===== src/design/dcrp_pkg.sv =====
`default_nettype none

package dcrp_pkg;

    // Client phases, encoded as reported on client_state
    typedef enum logic [1:0] {
        PH_INIT       = 2'd0,
        PH_SELECTING  = 2'd1,
        PH_REQUESTING = 2'd2,
        PH_BOUND      = 2'd3
    } phase_t;

    // Parser modes
    typedef enum logic [2:0] {
        MODE_IDLE   = 3'd0,
        MODE_HEADER = 3'd1,
        MODE_CODE   = 3'd2,
        MODE_LEN    = 3'd3,
        MODE_TYPE   = 3'd4,
        MODE_SERVER = 3'd5,
        MODE_SKIP   = 3'd6
    } mode_t;

    localparam logic [31:0] XID_RESET   = 32'hfadebeef;

    // Header byte positions
    localparam logic [7:0] POS_XID_LAST    = 8'd7;
    localparam logic [7:0] POS_YIADDR_LAST = 8'd19;
    localparam logic [7:0] POS_COOKIE_0    = 8'd236;
    localparam logic [7:0] POS_COOKIE_1    = 8'd237;
    localparam logic [7:0] POS_COOKIE_2    = 8'd238;
    localparam logic [7:0] POS_COOKIE_3    = 8'd239;

    // Magic cookie bytes
    localparam logic [7:0] COOKIE_0 = 8'd99;
    localparam logic [7:0] COOKIE_1 = 8'd130;
    localparam logic [7:0] COOKIE_2 = 8'd83;
    localparam logic [7:0] COOKIE_3 = 8'd99;

    // Option codes and message kinds
    localparam logic [7:0] OPT_PAD    = 8'd0;
    localparam logic [7:0] OPT_TYPE   = 8'd53;
    localparam logic [7:0] OPT_SERVER = 8'd54;
    localparam logic [7:0] OPT_END    = 8'hff;
    localparam logic [7:0] KIND_OFFER = 8'd2;
    localparam logic [7:0] KIND_ACK   = 8'd5;

    localparam logic [1:0] SERVER_LAST = 2'd3;

    typedef struct packed {
        phase_t      phase;
        logic [7:0]  pos;
        mode_t       mode;
        logic [31:0] word_shift;
        logic [31:0] your_addr;
        logic [31:0] offered;
        logic [31:0] server;
        logic [31:0] committed;
        logic [7:0]  opt_code;
        logic [7:0]  opt_rem;
        logic [7:0]  kind;
    } dcrp_state_t;

    typedef struct packed {
        logic action;
        logic [7:0] data_byte;
        logic first_byte;
    } dcrp_item_t;

    typedef struct packed {
        logic reply_request;
        logic bound_event;
        logic packet_dropped;
    } dcrp_flags_t;

    localparam dcrp_state_t STATE_RESET = '{
        phase:      PH_INIT,
        pos:        8'd0,
        mode:       MODE_IDLE,
        word_shift: 32'd0,
        your_addr:  32'd0,
        offered:    32'd0,
        server:     32'd0,
        committed:  32'd0,
        opt_code:   8'd0,
        opt_rem:    8'd0,
        kind:       8'd0
    };

    // Expected cookie byte at a header position; 1 in ok when it matches or the position holds no cookie byte
    function automatic logic cookie_ok(input logic [7:0] pos, input logic [7:0] b);
        logic ok;
        begin
            ok = 1'b1;
            if (pos == POS_COOKIE_0) ok = (b == COOKIE_0);
            if (pos == POS_COOKIE_1) ok = (b == COOKIE_1);
            if (pos == POS_COOKIE_2) ok = (b == COOKIE_2);
            if (pos == POS_COOKIE_3) ok = (b == COOKIE_3);
            return ok;
        end
    endfunction

endpackage

`default_nettype wire


===== src/design/dcrp_step.sv =====
`default_nettype none

module dcrp_step (
    input  wire dcrp_pkg::dcrp_state_t cur,
    input  wire dcrp_pkg::dcrp_item_t  item,
    input  wire logic [31:0]           xid,
    output dcrp_pkg::dcrp_state_t      nxt,
    output dcrp_pkg::dcrp_flags_t      flags
);
    import dcrp_pkg::*;

    logic [7:0]  b;
    logic [31:0] shifted;
    mode_t       mode_v;
    logic [7:0]  rest;

    assign b       = item.data_byte;
    assign shifted = {cur.word_shift[23:0], b};

    // Compute the state after one item and its event flags
    always_comb
    begin
        nxt    = cur;
        flags  = '0;
        mode_v = cur.mode;
        rest   = 8'd0;
        if (item.action)
        begin
            nxt.phase = PH_SELECTING;
            nxt.mode  = MODE_IDLE;
        end
        else
        begin
            // start of a datagram
            if (item.first_byte)
            begin
                if (cur.phase == PH_SELECTING || cur.phase == PH_REQUESTING)
                begin
                    mode_v   = MODE_HEADER;
                    nxt.pos  = 8'd0;
                    nxt.kind = 8'd0;
                end
                else
                begin
                    mode_v = MODE_IDLE;
                end
            end
            nxt.mode = mode_v;

            unique case (mode_v)
                MODE_IDLE:
                begin
                end
                MODE_HEADER:
                begin
                    nxt.word_shift = shifted;
                    if ((nxt.pos == POS_XID_LAST && shifted != xid) ||
                        !cookie_ok(nxt.pos, b))
                    begin
                        flags.packet_dropped = 1'b1;
                        nxt.mode = MODE_IDLE;
                    end
                    else
                    begin
                        if (nxt.pos == POS_YIADDR_LAST)
                            nxt.your_addr = shifted;
                        if (nxt.pos == POS_COOKIE_3)
                            nxt.mode = MODE_CODE;
                        else
                            nxt.pos = nxt.pos + 8'd1;
                    end
                end
                MODE_CODE:
                begin
                    if (b == OPT_END)
                    begin
                        if (cur.kind == KIND_OFFER)
                        begin
                            nxt.phase = PH_REQUESTING;
                            flags.reply_request = 1'b1;
                        end
                        else if (cur.kind == KIND_ACK)
                        begin
                            nxt.committed = cur.offered;
                            nxt.phase = PH_BOUND;
                            flags.bound_event = 1'b1;
                        end
                        nxt.mode = MODE_IDLE;
                    end
                    else if (b != OPT_PAD)
                    begin
                        nxt.opt_code = b;
                        nxt.mode = MODE_LEN;
                    end
                end
                MODE_LEN:
                begin
                    nxt.opt_rem = b;
                    if (cur.opt_code == OPT_TYPE)
                        nxt.mode = MODE_TYPE;
                    else if (cur.opt_code == OPT_SERVER)
                    begin
                        nxt.pos = 8'd0;
                        nxt.mode = MODE_SERVER;
                    end
                    else
                        nxt.mode = (b != 8'd0) ? MODE_SKIP : MODE_CODE;
                end
                MODE_TYPE:
                begin
                    nxt.kind = b;
                    if ((b == KIND_OFFER && cur.phase == PH_SELECTING) ||
                        (b == KIND_ACK && cur.phase == PH_REQUESTING))
                    begin
                        if (b == KIND_OFFER)
                            nxt.offered = cur.your_addr;
                        rest = (cur.opt_rem != 8'd0) ? cur.opt_rem - 8'd1 : 8'd0;
                        nxt.opt_rem = rest;
                        nxt.mode = (rest != 8'd0) ? MODE_SKIP : MODE_CODE;
                    end
                    else
                    begin
                        flags.packet_dropped = 1'b1;
                        nxt.mode = MODE_IDLE;
                    end
                end
                MODE_SERVER:
                begin
                    nxt.word_shift = shifted;
                    if (cur.pos[1:0] == SERVER_LAST && cur.pos[7:2] == 6'd0)
                    begin
                        nxt.server = shifted;
                        rest = (cur.opt_rem >= 8'd4) ? cur.opt_rem - 8'd4 : 8'd0;
                        nxt.opt_rem = rest;
                        nxt.mode = (rest != 8'd0) ? MODE_SKIP : MODE_CODE;
                    end
                    else
                    begin
                        nxt.pos = {6'd0, cur.pos[1:0] + 2'd1};
                    end
                end
                MODE_SKIP:
                begin
                    nxt.opt_rem = cur.opt_rem - 8'd1;
                    if (cur.opt_rem == 8'd1)
                        nxt.mode = MODE_CODE;
                end
                default:
                begin
                    nxt.mode = MODE_IDLE;
                end
            endcase
        end
    end

endmodule

`default_nettype wire


===== src/design/dhcp_client_reply_parser.sv =====
// DHCP client reply parser.
// Input channel (in_valid/in_ready) carries one item per transfer: either a
// "discover sent" event (action = 1) or one received reply byte (data_byte)
// with first_byte marking the start of a datagram. Output channel
// (out_valid/out_ready) returns exactly one result per item: client phase,
// offered, server and committed addresses, and the event flags
// reply_request, bound_event and packet_dropped.
// Throughput: one item per cycle while out_ready is high. An accepted item
// lands in an input register; once the output register can take it, it is
// parsed against the client state and the result is written to the output
// register.
// Stall: while out_ready is low the result holds; the input register still
// takes one more item, after which in_ready drops until the output drains.
// Reset (rst_n low, asynchronous): client in init, parser idle, all
// addresses zero, transaction id 0xfadebeef. cfg_write_en loads a new
// transaction id from cfg_write_data; write it only while no item is in
// flight.
`default_nettype none

module dhcp_client_reply_parser (
    input  wire logic        clk,
    input  wire logic        rst_n,
    input  wire logic        cfg_write_en,
    input  wire logic [31:0] cfg_write_data,
    input  wire logic        in_valid,
    output logic             in_ready,
    input  wire logic        action,
    input  wire logic [7:0]  data_byte,
    input  wire logic        first_byte,
    output logic             out_valid,
    input  wire logic        out_ready,
    output logic [1:0]       client_state,
    output logic [31:0]      offered_address,
    output logic [31:0]      server_address,
    output logic [31:0]      committed_ip,
    output logic             reply_request,
    output logic             bound_event,
    output logic             packet_dropped
);
    import dcrp_pkg::*;

    logic [31:0] xid_reg;
    logic        in_vld_reg;
    dcrp_item_t  item_reg;
    dcrp_state_t state_reg;
    dcrp_state_t state_next;
    dcrp_flags_t step_flags;
    logic        out_vld_reg;
    logic [1:0]  phase_reg;
    logic [31:0] offered_reg;
    logic [31:0] server_reg;
    logic [31:0] committed_reg;
    dcrp_flags_t flags_reg;
    logic        advance;

    // Parse when an item is held and the result register can take it
    assign advance  = in_vld_reg && (!out_vld_reg || out_ready);
    assign in_ready = !in_vld_reg || advance;

    // Hold the transaction id
    always_ff @(posedge clk or negedge rst_n)
    begin
        if (!rst_n)
            xid_reg <= XID_RESET;
        else if (cfg_write_en)
            xid_reg <= cfg_write_data;
    end

    // Input register
    always_ff @(posedge clk or negedge rst_n)
    begin
        if (!rst_n)
            in_vld_reg <= 1'b0;
        else if (in_ready)
            in_vld_reg <= in_valid;
    end

    always_ff @(posedge clk)
    begin
        if (in_valid && in_ready)
            item_reg <= '{action: action, data_byte: data_byte, first_byte: first_byte};
    end

    dcrp_step u_step (
        .cur   (state_reg),
        .item  (item_reg),
        .xid   (xid_reg),
        .nxt   (state_next),
        .flags (step_flags)
    );

    // Advance the client and parser state
    always_ff @(posedge clk or negedge rst_n)
    begin
        if (!rst_n)
            state_reg <= STATE_RESET;
        else if (advance)
            state_reg <= state_next;
    end

    // Result register
    always_ff @(posedge clk or negedge rst_n)
    begin
        if (!rst_n)
            out_vld_reg <= 1'b0;
        else if (advance)
            out_vld_reg <= 1'b1;
        else if (out_ready)
            out_vld_reg <= 1'b0;
    end

    always_ff @(posedge clk)
    begin
        if (advance)
        begin
            phase_reg     <= state_next.phase;
            offered_reg   <= state_next.offered;
            server_reg    <= state_next.server;
            committed_reg <= state_next.committed;
            flags_reg     <= step_flags;
        end
    end

    assign out_valid       = out_vld_reg;
    assign client_state    = phase_reg;
    assign offered_address = offered_reg;
    assign server_address  = server_reg;
    assign committed_ip    = committed_reg;
    assign reply_request   = flags_reg.reply_request;
    assign bound_event     = flags_reg.bound_event;
    assign packet_dropped  = flags_reg.packet_dropped;

    // An offer completion always leaves the client requesting
    a_reply_phase: assert property (@(posedge clk) disable iff (!rst_n)
        (out_valid && reply_request) |-> (client_state == PH_REQUESTING))
        else $error("reply_request without requesting phase");

    // An acknowledgement commits the offered address and binds
    a_bound_commit: assert property (@(posedge clk) disable iff (!rst_n)
        (out_valid && bound_event) |->
            (client_state == PH_BOUND && committed_ip == offered_address))
        else $error("bound_event without commit");

    // The committed address changes only on an acknowledgement
    a_commit_stable: assert property (@(posedge clk) disable iff (!rst_n)
        (advance && !step_flags.bound_event) |=> $stable(state_reg.committed))
        else $error("committed address changed without bound_event");

    // A held item that cannot advance blocks the input
    a_in_block: assert property (@(posedge clk) disable iff (!rst_n)
        (in_vld_reg && !advance) |-> !in_ready)
        else $error("input taken while held item is stalled");

endmodule

`default_nettype wire

===== config.mk =====
export PLATFORM = sky130hd
export DESIGN_NAME = dhcp_client_reply_parser
export DESIGN_NICKNAME = d
export VERILOG_FILES = /design/src/design/dcrp_pkg.sv /design/src/design/dcrp_step.sv /design/src/design/dhcp_client_reply_parser.sv
export SDC_FILE = /design/constraint.sdc
export NUM_CORES = 1
export LEC_CHECK = 0
export BUFFER_PORTS_ARGS = -buffer_cell sky130_fd_sc_hd__clkbuf_2
export CELL_PAD_IN_SITES_DETAIL_PLACEMENT = 1
export CELL_PAD_IN_SITES_GLOBAL_PLACEMENT = 1
export CORE_UTILIZATION = 25
export DETAILED_ROUTE_END_ITERATION = 12
export PLACE_DENSITY_LB_ADDON = 0.1
export SLEW_MARGIN = 25
export SYNTH_ARGS = -nofsm -noshare
export SYNTH_HDL_FRONTEND = slang
export SYNTH_SLANG_ARGS = --single-unit

===== constraint.sdc =====
create_clock -name clk -period 4.4 [get_ports clk]
set_input_delay 0.66 -clock clk [delete_from_list [all_inputs] [get_ports clk]]
set_output_delay 0.66 -clock clk [all_outputs]
set_load 0.05 [all_outputs]

# Word-level counts from Yosys, hierarchy flattened
# Cells that the tools add are included.
# W data, S select, Z words.
[classes]
n_bitwise = 4
n_mux = 64
magnitude_cmp = 1
addsub = 4
reduce_logical = 33
n_eq_ne = 29
[op_table]
columns = ["op", "count"]
rows = [
  ["$mux W32", 8],
  ["$mux W8", 17],
  ["$mux W120", 1],
  ["$eq A8 B8 Y1 const B", 6],
  ["$mux W3", 15],
  ["$mux W40", 1],
  ["$ne A32 B32 Y1", 1],
  ["$pmux W8 S4", 1],
  ["$reduce_bool A8 Y1", 4],
  ["$eq A8 B3 Y1 const B", 3],
  ["$pmux W8 S3", 1],
  ["$pmux W3 S7", 1],
  ["$eq A8 B2 Y1 const B", 2],
  ["$eq A8 B6 Y1 const B", 2],
  ["$eq A8 B7 Y1 const B", 2],
  ["$reduce_and A5 Y1", 3],
  ["$mux W1", 13],
  ["$mux W2", 5],
  ["$eq A3 B3 Y1 const B", 3],
  ["$add A8 B1 Y8 const B", 1],
  ["$eq A8 B1 Y1 const B", 1],
  ["$eq A8 B5 Y1 const B", 1],
  ["$ge A8 B3 Y1 const B", 1],
  ["$sub A8 B1 Y8 const B", 1],
  ["22 further kinds", 41],
]
[totals]
word_cells = 159
register_bits = 342
out_inout_bits = 103
in_bits = 47

# Depth between registers and ports, before layout
# Gate-level depths: netlist of run 1.
[depth]
depth_word = 17
ltp_mapped = 15
depth_no_buf = 13

# Modules after synthesis
# From an unflattened synthesis of run 1, not the netlist that was laid out.
[hier_totals]
hier_cells = 1130
hier_area_um2 = 16656.0
[by_module_without_submodules]
columns = ["module", "cells_each", "n_inst", "area_per_inst_um2", "seq_area_each_um2"]
rows = [
  ["dhcp_client_reply_parser", 603, 1, 12523.3, 9145.0],
  ["dcrp_step", 527, 1, 4132.7, 0.0],
]

# Worst setup path before layout of run 1
# No wires, ideal clock.
[synth_timing]
path_kind = "input to register"
startpoint = "in out_ready"
endpoint = "reg flags_reg, in the netlist bound_event, enable pin"
required_time_ns = 3.896
t_arrival_ns = 4.045
slack_ns = -0.150
path_buffers = 2
path_stages = 5
path_cell_list = "nand2b_1 nand2_1 inv_1 buf_2 buf_1"
[synth_between]
elab_chain_len = 2
[synth_lines]
columns = ["item", "line", "rtl"]
rows = [
  ["start: declaration", "dhcp_client_reply_parser.sv:31", "input wire logic out_ready,"],
  ["$logic_or A1 B1 Y1", "dhcp_client_reply_parser.sv:57", "assign advance = in_vld_reg && (!out_vld_reg || out_ready);"],
  ["$logic_and A1 B1 Y1", "dhcp_client_reply_parser.sv:57", ""],
  ["via advance", "dhcp_client_reply_parser.sv:54", "logic advance;"],
  ["end signal: assignment", "dhcp_client_reply_parser.sv:120", "flags_reg <= step_flags;"],
  ["end: declaration", "dhcp_client_reply_parser.sv:53", "dcrp_flags_t flags_reg;"],
]
# The timed path passes the listed nets, and every way through them passes these cells.
# A chain may end at the register's enable or synchronous reset.

# Worst setup path in the final report of run 1
[layout_timing]
startpoint = "reg item_reg[4] (netlist name)"
endpoint = "reg state_reg[100] (netlist name)"
[layout_between]
elab_chain_len = 6
elab_cells_between_ends = 9
[layout_lines]
columns = ["item", "line", "rtl"]
rows = [
  ["start: declaration", "dhcp_client_reply_parser.sv:44", "dcrp_item_t item_reg;"],
  ["start signal: assignment", "dhcp_client_reply_parser.sv:81", "item_reg <= '{action: action, data_byte: data_byte, first_byte: first_byte};"],
  ["$eq A8 B2 Y1 or $eq A8 B3 Y1 (tied branches)", "dcrp_step.sv:112, dcrp_step.sv:115, dcrp_step.sv:113", ""],
  ["$logic_and A1 B1 Y1, on equally long branches", "dcrp_step.sv:112, dcrp_step.sv:113", ""],
  ["$logic_or A1 B1 Y1", "dcrp_step.sv:112", "if ((b == KIND_OFFER && cur.phase == PH_SELECTING) ||"],
  ["$mux W32 (*)", "dcrp_step.sv:112", ""],
  ["$mux W32 (*)", "dcrp_step.sv:50", "unique case (mode_v)"],
  ["$mux W120 (*)", "dcrp_step.sv:27", "if (item.action)"],
  ["end signal: assignment", "dhcp_client_reply_parser.sv:98", "state_reg <= state_next;"],
  ["end: declaration", "dhcp_client_reply_parser.sv:45", "dcrp_state_t state_reg;"],
]
# Every way passes the cells marked *; elsewhere a longest branch is shown, timed or not.

==> results of run 1 <==
[metal layers]
metal | up-vias | part of all wire (%) | global-route usage [%]
met1 | 4759 | 48 | 20.6
met3 | 59 | 3.8 | 2.61
met2 | 162 | 46 | 22.8
met4 | 0 | 2.0 | 3.71
li1 | 4250 | - | -
met5 | - | 0 | 0
[path summary, 6_finish.rpt]
kind	end	slack, ns	cells past startpoint
worst max-delay path	state_reg[100]	1.0	7
worst min-delay path	state_reg[15]	-0.003	1
worst max register to register	state_reg[100]	1.0	7
worst min register to register	state_reg[58]	0.47	2
max in group asynchronous	xid_reg[31]	3.29	3
min in group clk	item_reg[1]	0.27	1
[through the flow]
step | cell area (µm²) | total power [mW] | util [%] | instances
3_3_place_gp | 16400 | 4.82 | 28.2 | 1963
2_1_floorplan | 14800 | 4.34 | - | 1090
6_report | 17900 | 8.31 | 30.8 | 2044
3_5_place_dp | 16400 | 4.82 | 28.2 | 1963
4_1_cts | 17800 | 8.48 | 30.7 | 2043
5_1_grt | 17900 | 8.67 | 30.8 | 2044
[power groups by stage]
stage / registers [mW] / clock network, mW / logic (mW)
floorplan: 3.88 / 0 / 0.456
global placement: 3.93 / 0 / 0.885
detailed placement: 3.93 / 0 / 0.886
CTS: 3.88 / 3.71 / 0.889
global route: 3.90 / 3.82 / 0.940
finish: 3.86 / 3.58 / 0.871
[cell families (layout without fill, tap and decap cells)]
kind of cell | count (synthesis) | count (layout) | share of synthesized area [%]
compound gates | 93 | 93 | 4.39
xor+xnor | 40 | 40 | 2.36
buf+inv | 80 | 269 | 2.48
simple gates | 276 | 276 | 9.24
fa+ha+maj | 12 | 12 | 1.01
flops | 334 | 334 | 60.4
mux | 255 | 255 | 20.1
[cell type report]
class | instances | area (µm²)
Tap cell | 765 | 957
Clock inverter | 14 | 236
Fill cell | 6230 | 40300
Clock buffer | 66 | 1190
Timing Repair Buffer | 172 | 965
Multi-Input combinational cell | 676 | 5510
Inverter | 17 | 68.8
Sequential cell | 334 | 8940
[cells in the final DEF (no fill, tap or decap), drive strengths merged, types with 19 or more instances in the layout]
cell type | synthesis | final
dfrtp | 198 | 198
nor2 | 33 | 33
mux2 | 255 | 255
dfstp | 25 | 25
edfxtp | 111 | 111
clkbuf | 32 | 214
xnor2 | 38 | 38
o21ai | 27 | 27
buf | 31 | 24
inv | 17 | 19
nand2 | 132 | 132
nor3 | 20 | 20
==> impl_metrics.json, run 1 <==
{
  "startpoint": "item_reg[4]",
  "crit_arrival_ns": 3.84,
  "root_buffer": "clkbuf_16",
  "combPwrFrac_pct": 10.5,
  "wl_per_cell_um": 21.0,
  "finalClockSkew_ns": 0.0178,
  "track_usage_pct": 14.5,
  "maxCapViolCount": 0,
  "nets": 1303,
  "pwr-share-clk_pct": 43.1,
  "slew_headroom_pct": 32.5,
  "grt_pass1_wl_um": 65300,
  "p_leak_nw": 7.98,
  "yosysUniqueCellTypes": 69,
  "power.share.switching_pct": 28.0,
  "fmax_mhz": 294,
  "ys_seq_area_share_pct": 60.4,
  "cp_max_fo": 32,
  "grt_max_degree": 106,
  "endpoint_kind": "flip-flop",
  "vias_per_cell": 4.52,
  "cts_made_buffers": 43,
  "tightestPinTransition_ns": 1.01,
  "hpwl_um": 28800,
  "worst_slack_ns": 0.995,
  "cp_data_required_time_ns": 4.84,
  "portBuffers": 149,
  "intPower_mw": 5.98,
  "cts_tree": "done",
  "async_flop_share_pct": 66.8,
  "rr_startpoint": "item_reg[4]",
  "dpl_worst_slack_ns": 0.953,
  "finalCriticalPeriod_ns": 3.40,
  "cp_top_family": "simple AND/OR/NAND/NOR gates",
  "hold_path_class": "input pin to async pin",
  "yosysWarnings": 0,
  "area_growth_syn_to_layout_pct": 20.7,
  "period_share_pct": 77.4,
  "synth_area_mm2": 0.0148,
  "violations": "negative hold slack",
  "path_cells": "nor2_1, nand2_2, a21oi_2, nand2_1, or4b_2, nand2b_4, mux2_4",
  "yosysMostFrequentCell": "mux2_2",
  "io_pins": 150,
  "fp.dieH_um": 245,
  "synthCells": 1090,
  "cts-hold-fix-buffers": 0,
  "antenna_found_initial": 1,
  "drc": 0,
  "core_area_mm2": 0.0581,
  "synth_top_flop_cell": "dfrtp_1",
  "synth-seq-cells": 334,
  "cts-resized-gates": 0,
  "crit_buf_inv": 0,
  "dieArea_mm2": 0.0602,
  "largest_register_ffs": 189,
  "cts.sinks": 334,
  "hold_viol": 1,
  "rows": 88,
  "clock_path_buffers": 3,
  "worstSetupPathType": "flip-flop to flip-flop",
  "synth_top_cell_by_area": "dfrtp_1",
  "gp_congestion": 0.755,
  "die_x_um": 245,
  "insertion_delay_ns": 0.58,
  "final_max_slew_viol_count": 0,
  "startpoint_type": "flip-flop",
  "slowest_stage": "or4b_2",
  "peakVddDrop_mv": 0.244,
  "synthTopCellsByArea": "dfrtp_1, edfxtp_1, mux2_2",
  "max_stage_delay_ns": 0.75,
  "syn_nets": 1149,
  "drt_first_pass_iters": 4,
  "drt_wl_total_um": 43000,
  "p_per_area_mw_per_mm2": 465,
  "synth.avg_cell_area_um2": 13.6,
  "synth_edf_count": 111,
  "outcome": "finished, violations left",
  "timing.hold.ws_ns": -0.00263,
  "path_clk_slew_ns": 0.05,
  "synth_top_area_share_pct": 33.4,
  "ant_nets": 0,
  "grt.overflow.total": 0,
  "start_util_pct": 25.5,
  "vias": 9230,
  "rsz0062_at_grt": "no",
  "post-cts-setup-buffers": 0,
  "grt_pass1_vias": 9838,
  "seqPwrFrac_pct": 46.4,
  "yosys-top-cells-count": "mux2_2, dfrtp_1, nand2_1, edfxtp_1, xnor2_1",
  "antenna_cells": 0,
  "setup_viol": 0,
  "p_sw_mw": 2.33,
  "fin_setup_tns_ns": 0,
  "htree_num_levels": 2,
  "final_layout_size_suffix_gt1_share_pct": 41.6,
  "detail_route.iter0.violations": 380
}
Note: power is estimated with default switching activity, not from simulation.
==> inputs of run 2 (changes only) <==
Settings changed: ABC_AREA set to 1.
Clock period 4.4 ns to 3.2 ns, I/O delays scaled along.
==> run 2 against run 1 <==
The flow now finishes without violations. Wire length up 1.1%. Synthesized area grew 1.6%. First-iteration DRC count up 59%. Power is 63% higher. Critical path type unchanged.
==> impl_metrics.json, run 2 <==
{
  "timing.hold.ws_ns": 0.0886,
  "worstSetupPathType": "flip-flop to flip-flop",
  "vias": 11000,
  "intPower_mw": 8.95,
  "final_layout_size_suffix_gt1_share_pct": 20.8,
  "dieArea_mm2": 0.0612,
  "finalClockSkew_ns": 0.0140,
  "grt_pass1_wl_um": 69400,
  "insertion_delay_ns": 0.57,
  "met3_usage_pct": 2.57,
  "core_area_mm2": 0.0592,
  "drt_wl_total_um": 43500,
  "die_x_um": 247,
  "drc": 0,
  "period_share_pct": 89.8,
  "synth_edf_count": 111,
  "syn_nets": 1646,
  "detail_route.iter0.violations": 605,
  "vias_per_cell": 4.32,
  "post-cts-setup-buffers": 0,
  "combPwrFrac_pct": 21.9,
  "grt_use_met1_pct": 22.1,
  "clock_path_buffers": 3,
  "peakVddDrop_mv": 0.357,
  "setup_viol": 0,
  "p_sw_mw": 4.60,
  "wl_per_cell_um": 17.0,
  "grt_max_degree": 90,
  "yosysUniqueCellTypes": 46,
  "slew_headroom_pct": 35.6,
  "p_per_area_mw_per_mm2": 744,
  "hold_path_class": "input pin to flip-flop",
  "rsz0062_at_grt": "no",
  "gr-usage-met2_pct": 21.4,
  "layout_commonest_cell": "nand2_1",
  "cts_tree": "done",
  "root_buffer": "clkbuf_16",
  "async_flop_share_pct": 66.8,
  "htree_num_levels": 2,
  "antenna_found_initial": 0,
  "cp_data_required_time_ns": 3.66,
  "synth.avg_cell_area_um2": 9.49,
  "yosysWarnings": 0,
  "synth-seq-cells": 334,
  "seqPwrFrac_pct": 42.3,
  "outcome": "complete, no violations",
  "portBuffers": 149,
  "startpoint_type": "flip-flop",
  "yosysMostFrequentCell": "nand2_1",
  "cts.sinks": 334,
  "worst_slack_ns": 0.326,
  "power.total_mw": 13.5,
  "rows": 89,
  "synthTopCellsByArea": "dfrtp_1, edfxtp_1, nand2_1",
  "final_max_slew_viol_count": 0,
  "ant_nets": 0,
  "fin_setup_tns_ns": 0,
  "crit_arrival_ns": 3.33,
  "fmax_mhz": 348,
  "synth_top_cell_by_area": "dfrtp_1",
  "final_cell_mix": "nand2_1, dfrtp_1, inv_1",
  "area_growth_syn_to_layout_pct": 20.9,
  "nets": 1806,
  "fp.dieH_um": 247,
  "synth_top_area_share_pct": 32.9,
  "p_leak_nw": 8.40,
  "power.share.switching_pct": 33.9,
  "endpoint_kind": "flip-flop",
  "drt_first_pass_iters": 7,
  "hold_viol": 0,
  "cp_max_fo": 10,
  "yosys-top-cells-count": "nand2_1, dfrtp_1, inv_1, o21ai_0, edfxtp_1",
  "finalCriticalPeriod_ns": 2.87,
  "track_usage_pct": 14.7,
  "dpl_worst_slack_ns": 0.234,
  "pwr-share-clk_pct": 35.8,
  "grt.overflow.total": 0,
  "maxCapViolCount": 0,
  "cts_made_buffers": 42,
  "ys_seq_area_share_pct": 59.4,
  "largest_register_ffs": 189,
  "start_util_pct": 25.4,
  "io_pins": 150,
  "grt_pass1_vias": 11600,
  "tightestPinTransition_ns": 0.966,
  "synth_top_flop_cell": "dfrtp_1",
  "path_clk_slew_ns": 0.06,
  "hpwl_um": 30100,
  "synth_area_mm2": 0.0151,
  "top_usage_layer": "met1",
  "synthCells": 1587,
  "gp_congestion": 0.823
}
==> run 2: cell count changes after synthesis, sizes merged, moves of 9 or more <==
cell	change
nand2	+337
o21ai	+248
mux2	-234
inv	+188
nor2	+36
nand3	+30
nand2b	-15
xnor2	-15
nor3	-11
a22o	-9
==> run 2: critical path: stages (launching register included) <==
cell	delay [ns]
dfrtp_1	0.36
inv_1	0.07
ha_1	0.34
inv_1	0.11
nand2_4	0.11
nand2_1	0.21
inv_1	0.13
ha_1	0.23
inv_1	0.15
nor2_1	0.12
and3_1	0.18
a21oi_1	0.16
nand2_1	0.18
o21ai_0	0.24
nor2_1	0.06
nor2_1	0.09
nor2_1	0.05
==> run 2: routing by layer <==
metal	vias to the layer above	share of wire, %	wire length (µm)
met5	-	0	0
li1	5496	-	-
met2	159	42	18200
met3	57	3.2	1410
met1	5330	53	22900
met4	0	2.0	885
==> run 2: kinds of logic (layout without fill, tap and decap cells) <==
group	count (synthesis)	count (layout)	synth area share [%]
adder cells (fa/ha/maj)	12	12	0.997
XOR/XNOR	30	30	1.74
AO/OA/AOI/OAI	312	312	12.0
flip-flops	334	334	59.4
buffers and inverters	265	459	7.14
other	0	1	0
multiplexers	21	21	1.57
AND/OR/NAND/NOR	613	613	17.1
==> run 2: what timing repair did <==
action | CTS | global route
hold endpoints to repair | 10 | 0
gates resized for setup | 0 | 1
endpoints found under the setup margin | 0 | 29
hold buffers | 1 | 0
==> run 2: worst paths after layout <==
check                                from        endpoint  slack, ns  cells past startpoint
min reg2reg                 state_reg[76]   state_reg[76]       0.48                      2
min                          data_byte[7]     item_reg[8]       0.09                      1
min in group asynchronous           rst_n  state_reg[192]       0.56                      2
max                        state_reg[195]  state_reg[190]       0.33                     16
max reg2reg                state_reg[195]  state_reg[190]       0.33                     16
max in group asynchronous           rst_n     xid_reg[12]       1.76                      3
==> run 2: per-stage QoR <==
step,instance area [µm²],utilization (%),cells
detailed placement,16800,28.3,2475
global route,18200,30.7,2554
CTS,18200,30.7,2554
floorplan,15100,-,1587
global placement,16800,28.3,2475
finish,18200,30.7,2555
==> run 2: final cells by class <==
class,instances,area (µm²)
fillers,6819,41000
well taps,773,967
multi-input cells,988,5060
clock inverters,13,185
diodes,1,2.50
clock buffers,65,1220
inverters,205,777
repair buffers,176,1050
flip-flops and latches,334,8940
==> run 2: power groups by stage <==
stage,Clock [mW],Sequential [mW],Combinational (mW)
after global placement,0,5.83,2.99
final,4.85,5.73,2.96
after CTS,5.06,5.77,3.04
after detailed placement,0,5.84,3.02
after floorplan,0,6.40,1.37
after global routing,5.21,5.83,3.30
==> inputs of run 3 (changes only) <==
Settings changed: ABC_AREA 1 to not set.
==> run 3 against run 2 <==
Sequential share of layout area increased by 0.33 points. Core utilization increased by 0.38 points. Count of clock-buffer cells in the layout decreased by 4. Global-route usage about the same. Non-clock buffer count increased by 27. Sequential power decreased by 8.9%. Die area decreased by 1.6%. Largest power group unchanged. Flip-flop and latch count unchanged. Hold slack improved by 0.019 ns. Highest routed layer is now met5.
==> impl_metrics.json, run 3 (same netlist as run 1, synthesis figures left out) <==
{
  "outcome": "complete, no violations",
  "io_pins": 150,
  "ant_nets": 0,
  "post-cts-setup-buffers": 0,
  "dieArea_mm2": 0.0602,
  "path_clk_slew_ns": 0.06,
  "maxCapViolCount": 0,
  "grt_pass1_vias": 10100,
  "track_usage_pct": 14.7,
  "largest_register_ffs": 189,
  "detail_route.iter0.violations": 450,
  "p_per_area_mw_per_mm2": 619,
  "htree_num_levels": 2,
  "startpoint_type": "flip-flop",
  "wl_per_cell_um": 21.0,
  "final_layout_size_suffix_gt1_share_pct": 43.5,
  "cp_data_required_time_ns": 3.63,
  "hold_end": "item_reg[2]",
  "cts_made_buffers": 41,
  "r2r_cells": 9,
  "tightestPinTransition_ns": 1.02,
  "vias": 9270,
  "insertion_delay_ns": 0.56,
  "grt.overflow.total": 0,
  "gp_congestion": 0.808,
  "crit_path_frequent_cell": "buf_4",
  "endpoint_kind": "flip-flop",
  "fmax_mhz": 338,
  "drc": 0,
  "max_stage_delay_ns": 0.53,
  "layout_commonest_cell": "mux2_2",
  "cts.sinks": 334,
  "holdPathStages": 1,
  "grt_max_degree": 113,
  "finalClockSkew_ns": 0.0205,
  "cp_top_family": "compound AO/OA/AOI/OAI gates",
  "period_share_pct": 92.5,
  "root_buffer": "clkbuf_16",
  "vias_per_cell": 4.48,
  "p_leak_nw": 8.13,
  "area_growth_syn_to_layout_pct": 22.1,
  "drt_wl_total_um": 43400,
  "cp_max_fo": 6,
  "power.total_mw": 11.2,
  "slew_headroom_pct": 31.7,
  "hold_path_class": "input pin to flip-flop",
  "rows": 88,
  "worstSetupPathType": "flip-flop to flip-flop",
  "final_cell_mix": "mux2_2, dfrtp_1, clkbuf_2",
  "crit_arrival_ns": 3.39,
  "reg2reg_slack_ns": 0.24,
  "regArea_mm2": 0.00894,
  "rr_endpoint": "state_reg[189]",
  "slowest_stage": "edfxtp_1",
  "hpwl_um": 30100,
  "drt_first_pass_iters": 4,
  "setup_viol": 0,
  "hold_viol": 0,
  "peakVddDrop_mv": 0.294,
  "hold_start": "data_byte[1]",
  "grt_pass1_wl_um": 66400,
  "start_util_pct": 25.5,
  "fin_setup_tns_ns": 0,
  "rr_startpoint": "item_reg[7]",
  "antenna_found_initial": 3,
  "core_area_mm2": 0.0581,
  "fp.dieH_um": 245,
  "finalCriticalPeriod_ns": 2.96,
  "antenna_cells": 0,
  "multi_input_area_mm2": 0.00552,
  "cts_tree": "done",
  "die_x_um": 245,
  "nets": 1332,
  "crit_buf_inv": 2,
  "path_cells": "buf_4, xnor2_1, nand4_1, nor4_1, buf_4, a2111oi_2, a211oi_2, nand2_1, a221o_1",
  "rsz0062_at_grt": "no",
  "fill_cells": 6269,
  "final_max_slew_viol_count": 0,
  "clock_path_buffers": 3,
  "portBuffers": 149
}
==> run 3: changes by cell type in the layout (fill, tap and decap cells not counted), sizes merged, moves of 9 or more <==
cell    before  now
a22o         0    9
buf         27   54
inv        208   17
mux2        21  255
nand2      469  132
nand2b       0   15
nand3       40   10
nor2        69   33
nor3         9   20
o21ai      275   27
xnor2       23   38
==> run 3: what timing repair did <==
action	4_1_cts	5_1_grt
hold buffers	1	0
setup endpoints to repair	0	1
hold endpoints to repair	58	0
resized for setup	0	1
==> run 3: power by group <==
part | leakage (nW) | switching (mW) | internal (mW)
logic | 3.41 | 0.854 | 0.526
clock network | 0.662 | 1.83 | 2.76
registers | 4.06 | 0.448 | 4.77
==> run 3: worst max path at each step <==
| stage | end | startpoint | cells past startpoint | slack, ns |
|---|---|---|---|---|
| after CTS | state_reg[189] | item_reg[6] | 9 | 0.05 |
| after floorplan | bound_event | out_valid | 5 | 0.17 |
| after global placement | state_reg[189] | item_reg[6] | 9 | 0.17 |
| final | state_reg[189] | item_reg[7] | 9 | 0.24 |
| after detailed placement | state_reg[189] | item_reg[6] | 9 | 0.06 |
| after global routing | state_reg[189] | state_reg[195] | 12 | 0.02 |
==> run 3: final cells by class <==
type                            instances  share of cell area [%]
Inverter                               17                   0.380
Tap cell                              765                    5.29
Multi-Input combinational cell        676                    30.5
Clock buffer                           61                    6.65
Timing Repair Buffer                  203                    6.99
Clock inverter                         14                   0.713
Sequential cell                       334                    49.5
==> run 3: through the flow <==
stage / util, % / area, µm² / cells / hold slack (ns) / setup slack, ns
floorplan: - / 14800 / 1090 / 0.184 / 0.165
global placement: 28.8 / 16700 / 1994 / 0.453 / 0.165
detailed placement: 28.8 / 16700 / 1994 / 0.460 / 0.0588
CTS: 31.1 / 18100 / 2070 / 0.0704 / 0.0487
global route: 31.1 / 18100 / 2070 / 0.0806 / 0.0244
finish: 31.1 / 18100 / 2070 / 0.107 / 0.240
==> run 3: per-layer routing <==
layer / up-vias / GRT usage (%) / part of all wire (%)
met5: - / 0 / 0.039
met4: 2 / 3.53 / 1.8
met3: 57 / 2.65 / 3.7
met2: 165 / 23.7 / 47
met1: 4747 / 20.3 / 48
li1: 4299 / - / -
